### config.mk
export PLATFORM = sky130hd
export DESIGN_NAME = key_value_line_finder_top
export DESIGN_NICKNAME = d
export VERILOG_FILES = /design/src/hdl/kvlf_pkg.sv /design/src/hdl/key_value_line_finder_top.sv /design/src/hdl/kvlf_regs.sv /design/src/hdl/kvlf_parser.sv
export SDC_FILE = /design/constraint.sdc
export NUM_CORES = 1
export LEC_CHECK = 0
export ABC_CLOCK_PERIOD_IN_PS = 10500
export BUFFER_PORTS_ARGS = -buffer_cell sky130_fd_sc_hd__buf_2
export CAP_MARGIN = 40
export CORE_MARGIN = 5
export CORE_UTILIZATION = 60
export CTS_BUF_LIST = sky130_fd_sc_hd__clkbuf_4 sky130_fd_sc_hd__clkbuf_8
export CTS_CLUSTER_SIZE = 10
export DETAILED_ROUTE_END_ITERATION = 8
export PLACE_DENSITY_LB_ADDON = 0.25
export SYNTH_ARGS = -nofsm -noshare
export SYNTH_HDL_FRONTEND = slang
export SYNTH_HIERARCHICAL = 1
export SYNTH_SLANG_ARGS = --single-unit
export TNS_END_PERCENT = 100
### constraint.sdc
create_clock -name aclk -period 10.5 [get_ports aclk]
set_clock_uncertainty 0.15 [all_clocks]
set_input_delay 2.1 -clock aclk [delete_from_list [all_inputs] [get_ports aclk]]
set_output_delay 2.1 -clock aclk [all_outputs]
set_load 0.01 [all_outputs]
### src/hdl/kvlf_pkg.sv
// ============================================================================
// kvlf_pkg: shared definitions for the key/value line finder
// Character codes, register indexes, parse phases and the configuration
// bundle that the register block hands to the parser.
// ============================================================================
package kvlf_pkg;

    // Widths fixed by the interface.
    localparam int DATA_W      = 64;
    localparam int ADDR_W      = 5;
    localparam int KEY_LEN_W   = 5;
    localparam int KEY_IDX_W   = 4;
    localparam int RESULT_W    = 16;

    // Defaults for the top-level parameters.
    localparam int DEF_MAX_KEY_BYTES = 16;
    localparam int DEF_OFFSET_BITS   = 16;

    // Register indexes (byte address / 8).
    localparam logic [1:0] REG_KEY_LOW  = 2'd0;
    localparam logic [1:0] REG_KEY_HIGH = 2'd1;
    localparam logic [1:0] REG_KEY_LEN  = 2'd2;

    // Character codes.
    localparam logic [7:0] CH_EQUALS  = 8'h3D;
    localparam logic [7:0] CH_QUOTE   = 8'h22;
    localparam logic [7:0] CH_SPACE   = 8'h20;
    localparam logic [7:0] CH_TILDE   = 8'h7E;
    localparam logic [7:0] CH_NEWLINE = 8'h0A;
    localparam logic [7:0] CASE_BIT   = 8'h20;

    // Parse phases.
    typedef enum logic [2:0] {
        PH_SEARCH = 3'd0,
        PH_NAME   = 3'd1,
        PH_EQUALS = 3'd2,
        PH_VALUE  = 3'd3,
        PH_CLOSE  = 3'd4,
        PH_SKIP   = 3'd5
    } phase_t;

    // Outcome of one byte.
    typedef enum logic [1:0] {
        DEC_NONE = 2'd0,
        DEC_MISS = 2'd1,
        DEC_HIT  = 2'd2
    } decide_t;

    // Configuration seen by the parser.
    typedef struct packed {
        logic [DATA_W-1:0]    key_low;
        logic [DATA_W-1:0]    key_high;
        logic [KEY_LEN_W-1:0] key_len;
    } cfg_t;

endpackage

### src/hdl/key_value_line_finder_top.sv
// ============================================================================
// key_value_line_finder_top: key/value line finder
// Scans a byte stream for a configured key followed by '=' and reports the
// offset and length of the value, one result per buffer.
// ============================================================================
//
//   Channel   Direction  Ports                                  Moves
//   s_        in         s_valid/s_ready, s_text_byte,          one buffer byte
//                        s_last_byte
//   m_        out        m_valid/m_ready, m_found,              one result per buffer
//                        m_value_start, m_value_length
//   APB       in/out     psel, penable, pwrite, paddr, pwdata,  register access
//                        prdata, pready
//
// One byte per cycle is sustained while m_ is not stalled; the parse step is
// a single pass of logic between the input register and the result register.
// A byte passes through the input register and then the result register.
// Reset (aresetn low, synchronous) clears the key registers, valid flags and scan state.
// A stall on m_ holds the result; input transfers continue until the input
// register is full behind it.
// ============================================================================
module key_value_line_finder_top #(
    parameter int MAX_KEY_BYTES = kvlf_pkg::DEF_MAX_KEY_BYTES,
    parameter int OFFSET_BITS   = kvlf_pkg::DEF_OFFSET_BITS
) (
    input  logic                          aclk,
    input  logic                          aresetn,
    // Configuration port
    input  logic                          psel,
    input  logic                          penable,
    input  logic                          pwrite,
    input  logic [kvlf_pkg::ADDR_W-1:0]   paddr,
    input  logic [kvlf_pkg::DATA_W-1:0]   pwdata,
    output logic [kvlf_pkg::DATA_W-1:0]   prdata,
    output logic                          pready,
    // Byte input
    input  logic                          s_valid,
    output logic                          s_ready,
    input  logic [7:0]                    s_text_byte,
    input  logic                          s_last_byte,
    // Result output
    output logic                          m_valid,
    input  logic                          m_ready,
    output logic                          m_found,
    output logic [kvlf_pkg::RESULT_W-1:0] m_value_start,
    output logic [kvlf_pkg::RESULT_W-1:0] m_value_length
);
    import kvlf_pkg::*;

    cfg_t       cfg;
    logic       in_valid_reg, in_valid_next;
    logic [7:0] in_byte_reg;
    logic       in_last_reg;
    logic       parse_ready;

    // Configuration registers.
    kvlf_regs u_regs (
        .aclk    (aclk),
        .aresetn (aresetn),
        .psel    (psel),
        .penable (penable),
        .pwrite  (pwrite),
        .paddr   (paddr),
        .pwdata  (pwdata),
        .prdata  (prdata),
        .pready  (pready),
        .cfg     (cfg)
    );

    // Input register: refills in the cycle the parser takes its byte.
    assign s_ready       = !in_valid_reg || parse_ready;
    assign in_valid_next = (s_valid && s_ready) || (in_valid_reg && !parse_ready);

    always_ff @(posedge aclk) begin
        if (!aresetn) begin
            in_valid_reg <= 1'b0;
        end else begin
            in_valid_reg <= in_valid_next;
        end
    end

    always_ff @(posedge aclk) begin
        if (s_valid && s_ready) begin
            in_byte_reg <= s_text_byte;
            in_last_reg <= s_last_byte;
        end
    end

    // Parse step and result register.
    kvlf_parser #(
        .MAX_KEY_BYTES (MAX_KEY_BYTES),
        .OFFSET_BITS   (OFFSET_BITS)
    ) u_parser (
        .aclk       (aclk),
        .aresetn    (aresetn),
        .cfg        (cfg),
        .in_valid   (in_valid_reg),
        .in_ready   (parse_ready),
        .in_byte    (in_byte_reg),
        .in_last    (in_last_reg),
        .res_valid  (m_valid),
        .res_ready  (m_ready),
        .res_found  (m_found),
        .res_start  (m_value_start),
        .res_length (m_value_length)
    );

    // A not-found result carries zero offset and length.
    assert property (@(posedge aclk) disable iff (!aresetn)
        m_valid && !m_found |-> m_value_start == '0 && m_value_length == '0)
        else $error("not-found result with nonzero payload");

    // A found value always holds at least one byte.
    assert property (@(posedge aclk) disable iff (!aresetn)
        m_valid && m_found |-> m_value_length != '0)
        else $error("found result with empty value");

    // A new result only appears after a byte sat in the input register.
    assert property (@(posedge aclk) disable iff (!aresetn)
        $rose(m_valid) |-> $past(in_valid_reg))
        else $error("result without a byte to decide it");

endmodule

### src/hdl/kvlf_regs.sv
// ============================================================================
// kvlf_regs: configuration register block
// APB-style write/read port holding the key bytes and the key length.
// ============================================================================
module kvlf_regs (
    input  logic                        aclk,
    input  logic                        aresetn,
    input  logic                        psel,
    input  logic                        penable,
    input  logic                        pwrite,
    input  logic [kvlf_pkg::ADDR_W-1:0] paddr,
    input  logic [kvlf_pkg::DATA_W-1:0] pwdata,
    output logic [kvlf_pkg::DATA_W-1:0] prdata,
    output logic                        pready,
    output kvlf_pkg::cfg_t              cfg
);
    import kvlf_pkg::*;

    logic [DATA_W-1:0]    key_low_reg;
    logic [DATA_W-1:0]    key_high_reg;
    logic [KEY_LEN_W-1:0] key_len_reg;
    logic [1:0]           reg_idx;
    logic                 wr_en;

    assign pready  = 1'b1;
    assign reg_idx = paddr[ADDR_W-1:3];
    assign wr_en   = psel && penable && pwrite;

    // Register writes at the access cycle of a write transfer.
    always_ff @(posedge aclk) begin
        if (!aresetn) begin
            key_low_reg  <= '0;
            key_high_reg <= '0;
            key_len_reg  <= '0;
        end else if (wr_en) begin
            case (reg_idx)
                REG_KEY_LOW:  key_low_reg  <= pwdata;
                REG_KEY_HIGH: key_high_reg <= pwdata;
                REG_KEY_LEN:  key_len_reg  <= pwdata[KEY_LEN_W-1:0];
                default:      ;
            endcase
        end
    end

    // Read data mux.
    always_comb begin
        case (reg_idx)
            REG_KEY_LOW:  prdata = key_low_reg;
            REG_KEY_HIGH: prdata = key_high_reg;
            REG_KEY_LEN:  prdata = {{(DATA_W-KEY_LEN_W){1'b0}}, key_len_reg};
            default:      prdata = '0;
        endcase
    end

    assign cfg.key_low  = key_low_reg;
    assign cfg.key_high = key_high_reg;
    assign cfg.key_len  = key_len_reg;

endmodule

### src/hdl/kvlf_parser.sv
// ============================================================================
// kvlf_parser: per-byte parse step and result register
// Updates the scan state for one byte per cycle unless a held result stalls
// it; loads a result into the output register when a byte decides the buffer.
// ============================================================================
module kvlf_parser #(
    parameter int MAX_KEY_BYTES = kvlf_pkg::DEF_MAX_KEY_BYTES,
    parameter int OFFSET_BITS   = kvlf_pkg::DEF_OFFSET_BITS
) (
    input  logic                          aclk,
    input  logic                          aresetn,
    input  kvlf_pkg::cfg_t                cfg,
    input  logic                          in_valid,
    output logic                          in_ready,
    input  logic [7:0]                    in_byte,
    input  logic                          in_last,
    output logic                          res_valid,
    input  logic                          res_ready,
    output logic                          res_found,
    output logic [kvlf_pkg::RESULT_W-1:0] res_start,
    output logic [kvlf_pkg::RESULT_W-1:0] res_length
);
    import kvlf_pkg::*;

    localparam int KP_W  = $clog2(MAX_KEY_BYTES + 1);
    localparam int CNT_W = (OFFSET_BITS < RESULT_W) ? OFFSET_BITS : RESULT_W;

    // Scan state.
    phase_t           phase_reg,      phase_next;
    logic [KP_W-1:0]  key_pos_reg,    key_pos_next;
    logic [CNT_W-1:0] byte_off_reg,   byte_off_next;
    logic [CNT_W-1:0] start_off_reg,  start_off_next;
    logic [CNT_W-1:0] run_len_reg,    run_len_next;

    // Result register.
    logic                res_valid_reg,  res_valid_next;
    logic                res_found_reg,  res_found_next;
    logic [RESULT_W-1:0] res_start_reg,  res_start_next;
    logic [RESULT_W-1:0] res_length_reg, res_length_next;

    logic                   take;
    logic [KP_W-1:0]        klen;
    logic [2*DATA_W-1:0]    key_vec;
    logic [KEY_IDX_W-1:0]   key_idx;
    logic [7:0]             key_char;
    logic [7:0]             folded;
    logic                   printable;
    logic                   key_hit;
    decide_t                decision;

    assign in_ready = !res_valid_reg || res_ready;
    assign take     = in_valid && in_ready;

    // Key length clamp and key byte selection.
    assign klen      = (cfg.key_len > KEY_LEN_W'(MAX_KEY_BYTES)) ?
                       KP_W'(MAX_KEY_BYTES) : KP_W'(cfg.key_len);
    assign key_vec   = {cfg.key_high, cfg.key_low};
    assign key_idx   = KEY_IDX_W'(key_pos_reg);
    assign key_char  = key_vec[key_idx*8 +: 8];
    assign folded    = in_byte | CASE_BIT;
    assign key_hit   = folded == (key_char | CASE_BIT);
    assign printable = in_byte inside {[CH_SPACE:CH_TILDE]};

    // Next state and result for one byte.
    always_comb begin
        phase_next      = phase_reg;
        key_pos_next    = key_pos_reg;
        byte_off_next   = byte_off_reg;
        start_off_next  = start_off_reg;
        run_len_next    = run_len_reg;
        res_valid_next  = res_valid_reg && !res_ready;
        res_found_next  = res_found_reg;
        res_start_next  = res_start_reg;
        res_length_next = res_length_reg;
        decision        = DEC_NONE;

        if (take) begin
            if (phase_reg == PH_SKIP) begin
                // Drop bytes until the end of the buffer.
                if (in_last) begin
                    phase_next     = PH_SEARCH;
                    key_pos_next   = '0;
                    byte_off_next  = '0;
                    start_off_next = '0;
                    run_len_next   = '0;
                end
            end else begin
                byte_off_next = (byte_off_reg == '1) ? byte_off_reg
                                                     : byte_off_reg + 1'b1;
                case (phase_reg)
                    PH_SEARCH: begin
                        if (klen == '0) begin
                            decision = DEC_MISS;
                        end else if (key_hit) begin
                            key_pos_next = KP_W'(1);
                            phase_next   = PH_NAME;
                        end
                    end
                    PH_NAME: begin
                        if (key_pos_reg < klen && key_hit) begin
                            key_pos_next = key_pos_reg + 1'b1;
                        end else if (in_byte == CH_EQUALS && key_pos_reg == klen) begin
                            phase_next = PH_EQUALS;
                        end else begin
                            key_pos_next = '0;
                            phase_next   = PH_SEARCH;
                        end
                    end
                    PH_EQUALS: begin
                        // Leading quotes are skipped; the first printable byte
                        // opens the value.
                        if (in_byte == CH_QUOTE) begin
                            phase_next = PH_EQUALS;
                        end else if (printable) begin
                            start_off_next = byte_off_reg;
                            run_len_next   = CNT_W'(1);
                            phase_next     = PH_VALUE;
                        end else begin
                            decision = DEC_MISS;
                        end
                    end
                    PH_VALUE: begin
                        if (in_byte == CH_QUOTE) begin
                            phase_next = PH_CLOSE;
                        end else if (in_byte == CH_NEWLINE) begin
                            decision = DEC_HIT;
                        end else if (printable) begin
                            run_len_next = (run_len_reg == '1) ? run_len_reg
                                                               : run_len_reg + 1'b1;
                        end else begin
                            decision = DEC_MISS;
                        end
                    end
                    default: begin
                        // Closing quote must be followed by a newline.
                        decision = (phase_reg == PH_CLOSE && in_byte == CH_NEWLINE) ?
                                   DEC_HIT : DEC_MISS;
                    end
                endcase

                // Load a result when the byte decides or the buffer ends.
                if (decision != DEC_NONE || in_last) begin
                    res_valid_next = 1'b1;
                    if (decision == DEC_HIT) begin
                        res_found_next  = 1'b1;
                        res_start_next  = RESULT_W'(start_off_reg);
                        res_length_next = RESULT_W'(run_len_reg);
                    end else begin
                        res_found_next  = 1'b0;
                        res_start_next  = '0;
                        res_length_next = '0;
                    end
                    if (in_last) begin
                        phase_next     = PH_SEARCH;
                        key_pos_next   = '0;
                        byte_off_next  = '0;
                        start_off_next = '0;
                        run_len_next   = '0;
                    end else begin
                        phase_next = PH_SKIP;
                    end
                end
            end
        end
    end

    // Control state.
    always_ff @(posedge aclk) begin
        if (!aresetn) begin
            phase_reg     <= PH_SEARCH;
            key_pos_reg   <= '0;
            byte_off_reg  <= '0;
            start_off_reg <= '0;
            run_len_reg   <= '0;
            res_valid_reg <= 1'b0;
        end else begin
            phase_reg     <= phase_next;
            key_pos_reg   <= key_pos_next;
            byte_off_reg  <= byte_off_next;
            start_off_reg <= start_off_next;
            run_len_reg   <= run_len_next;
            res_valid_reg <= res_valid_next;
        end
    end

    // Result payload.
    always_ff @(posedge aclk) begin
        res_found_reg  <= res_found_next;
        res_start_reg  <= res_start_next;
        res_length_reg <= res_length_next;
    end

    assign res_valid  = res_valid_reg;
    assign res_found  = res_found_reg;
    assign res_start  = res_start_reg;
    assign res_length = res_length_reg;

endmodule
==> results.toml <==
[yosys]
synth-xor-area-share = 0.00812
seq_area_frac_synth = 0.428
muxShareOfSynthArea = 0.229
avgSynthCellArea_um2 = 9.40
ys_warn_count = 6
synth_top_family_by_area = "multiplexers"
synth-edff-count = 42
ys_seq_elements = 233
syn_inst = 1262
yosysUniqueCellTypes = 76
synth-simple-area-share = 0.188
ys.flop_type = "dfxtp_1"
syn_nets = 1355
synth_compound_gate_area_share = 0.0907
async_flop_share = 0
syn_area_mm2 = 0.0119
synthAdderAreaFrac = 0.00843

[clock_network]
cts_resized = 0
clock_path_buffers = 3
cts_sinks = 233
cts_root_buffer = "clkbuf_8"
numCtsBuffers = 39
cts_tree = "built"
clk_pin_slew_ns = 0.06
clk_latency_ns = 0.55
cts.hold.buffers_added = 0
post_cts_buffers = 0
htreeDepth = 2

[job]
maxCapViolations = 0

[worst_setup_path]
arrival_ns = 3.65
worstSetupEndpoint = "prdata[32]"
timing.rr.start = "u_parser/key_pos_reg[0]"
reg2reg_depth = 10
timing.rr.end = "u_parser/phase_reg[0]"
start_kind = "input pin"
cp-end-kind = "output port"
crit_fanout = 33
critical_path_required_ns = 8.25
crit_start = "paddr[3]"
r2r_slack_ns = 6.36
worst-setup-path-type = "in -> out"

[cells_and_area]
multiInputGateArea_mm2 = 0.00625
drive_gt1_frac = 0.214
seq_area_mm2 = 0.00509
final_cell_mix = "nand2_1 (244), mux2i_1 (218), dfxtp_1 (190)"
n_fill_cell = 1536
area_delta_synth_final_pct = 13.9
final_common_cell = "nand2_1"
diodes = 0
fin_cells = 1698
nets = 1501

[timing]
hold_viol = 0
finalCritPeriodShare = 0.562
min_period_ns = 5.90
maxSlewViolCount = 0
rsz0062_at_grt = "no"
fmax_ghz = 0.169
worstMarginPinSlew_ns = 0.883
setup-violations-final = 0
slew_headroom = 0.411
layout_setup_ws_ns = 4.60
tns_ns = 0

[die]
rows = 51
num_io_pins = 185
die_w_um = 151
core-area_mm2 = 0.0195
initial_utilization = 0.610
dieHeight_um = 151
design.die.area_mm2 = 0.0227

[global_route]
antenna_found_initial = 1
grt.overflow.total = 0
grt_pass1_wl_um = 48800
grt_pass1_vias = 9593
grt_max_degree = 123
track_usage = 0.267

[drt]
drcViolationCount = 0
antenna_left = 0
wirelength_um = 30400
vias = 9948
first_iter_violations = 702
wl_per_cell_um = 17.9
routed_via_density = 5.86
first_pass_iters = 6

[placement]
place.gp.congestion = 0.897
place_hpwl_um = 21100
place_ws_ns = 4.64
dp_cells = 1632
port_buffers = 180

[pwr]
pwr-share-clk = 0.426
sw_frac_of_total = 0.243
seqPwrFrac = 0.503
power_density_mw_per_mm2 = 138
switchingPower_mw = 0.453
p_total_mw = 1.86
pwr-share-comb = 0.071
p_int_mw = 1.41
p_leak_nw = 5.76
ir_drop_mv = 0.0947

[status]
status = "complete, no violations"

[worst_hold_path]
hp-class = "reg -> reg"
## Yosys cell counts, types with 4 or more instances
cell type | n | area share
a211oi_1 | 4 | 0.0025
nand4_1 | 10 | 0.0053
xnor2_1 | 4 | 0.0030
nor3_1 | 16 | 0.0067
nand3_1 | 25 | 0.011
o211ai_1 | 4 | 0.0025
mux4_2 | 19 | 0.036
nor2b_1 | 7 | 0.0037
and2_1 | 35 | 0.018
nor3b_1 | 4 | 0.0025
a21o_1 | 8 | 0.0051
buf_4 | 7 | 0.0044
buf_2 | 21 | 0.0089
nor2_1 | 119 | 0.038
or3_1 | 4 | 0.0021
mux2i_1 | 218 | 0.18
and3_1 | 8 | 0.0042
nand2_1 | 244 | 0.077
buf_12 | 6 | 0.010
xor2_1 | 7 | 0.0052
a31oi_1 | 13 | 0.0069
clkbuf_1 | 53 | 0.017
mux2_2 | 10 | 0.0095
o21ai_0 | 38 | 0.016
dfxtp_1 | 191 | 0.32
ha_1 | 8 | 0.0084
inv_1 | 9 | 0.0028
nor4_1 | 4 | 0.0021
edfxtp_1 | 42 | 0.11
a21oi_1 | 30 | 0.013
a311oi_1 | 5 | 0.0037
a22oi_1 | 21 | 0.013
## area by class of cell
cell class | count | share of cell area
clock buffers | 61 | 0.0538
clock inverters | 5 | 0.00222
inverters | 11 | 0.00305
multi-input cells | 927 | 0.462
flip-flops and latches | 233 | 0.376
well taps | 265 | 0.0245
repair buffers | 196 | 0.0784
## per-stage QoR
step                      hold WS (ns)  area (µm²)  utilization
after floorplan                  0.284       11900            -
after global placement           0.294       12700        0.653
after detailed placement         0.304       12800        0.656
after CTS                        0.312       13500        0.695
after global routing             0.329       13500        0.695
final                            0.311       13500        0.695
## worst max-delay path, cell delays in order
cell     delay [ns]
buf_4          0.15
buf_4          0.49
buf_16         0.31
mux2i_1        0.27
nor2_1         0.10
buf_2          0.19
## layer usage
| layer | part of all wire | global-route usage |
|---|---|---|
| met4 | 0.039 | 0.119 |
| met2 | 0.50 | 0.459 |
| met3 | 0.066 | 0.0424 |
| met5 | 0.00062 | 0 |
| met1 | 0.39 | 0.331 |
## power groups by stage
stage | Clock, mW | Sequential (mW) | Combinational, mW
detailed placement | 0 | 0.957 | 0.132
floorplan | 0 | 0.953 | 0.0883
global route | 0.850 | 0.939 | 0.145
CTS | 0.805 | 0.937 | 0.132
finish | 0.793 | 0.938 | 0.133
global placement | 0 | 0.956 | 0.129
## logic make-up after synthesis
kind of cell | Yosys count
mux | 247
flops | 233
compound gates | 159
buf+inv | 102
xor+xnor | 11
simple gates | 501
fa+ha+maj | 8
other cells | 1
## worst min-delay path by stage
stage                                   end                     from  cells past startpoint
detailed placement   u_regs/key_low_reg[53]   u_regs/key_low_reg[53]                      2
global route        u_regs/key_high_reg[21]  u_regs/key_high_reg[21]                      2
global placement     u_regs/key_low_reg[21]   u_regs/key_low_reg[21]                      2
CTS                  u_regs/key_low_reg[53]   u_regs/key_low_reg[53]                      2
floorplan            u_regs/key_low_reg[13]   u_regs/key_low_reg[13]                      2
finish               u_regs/key_low_reg[53]   u_regs/key_low_reg[53]                      2
No activity file was read; power rests on OpenSTA's default activity.
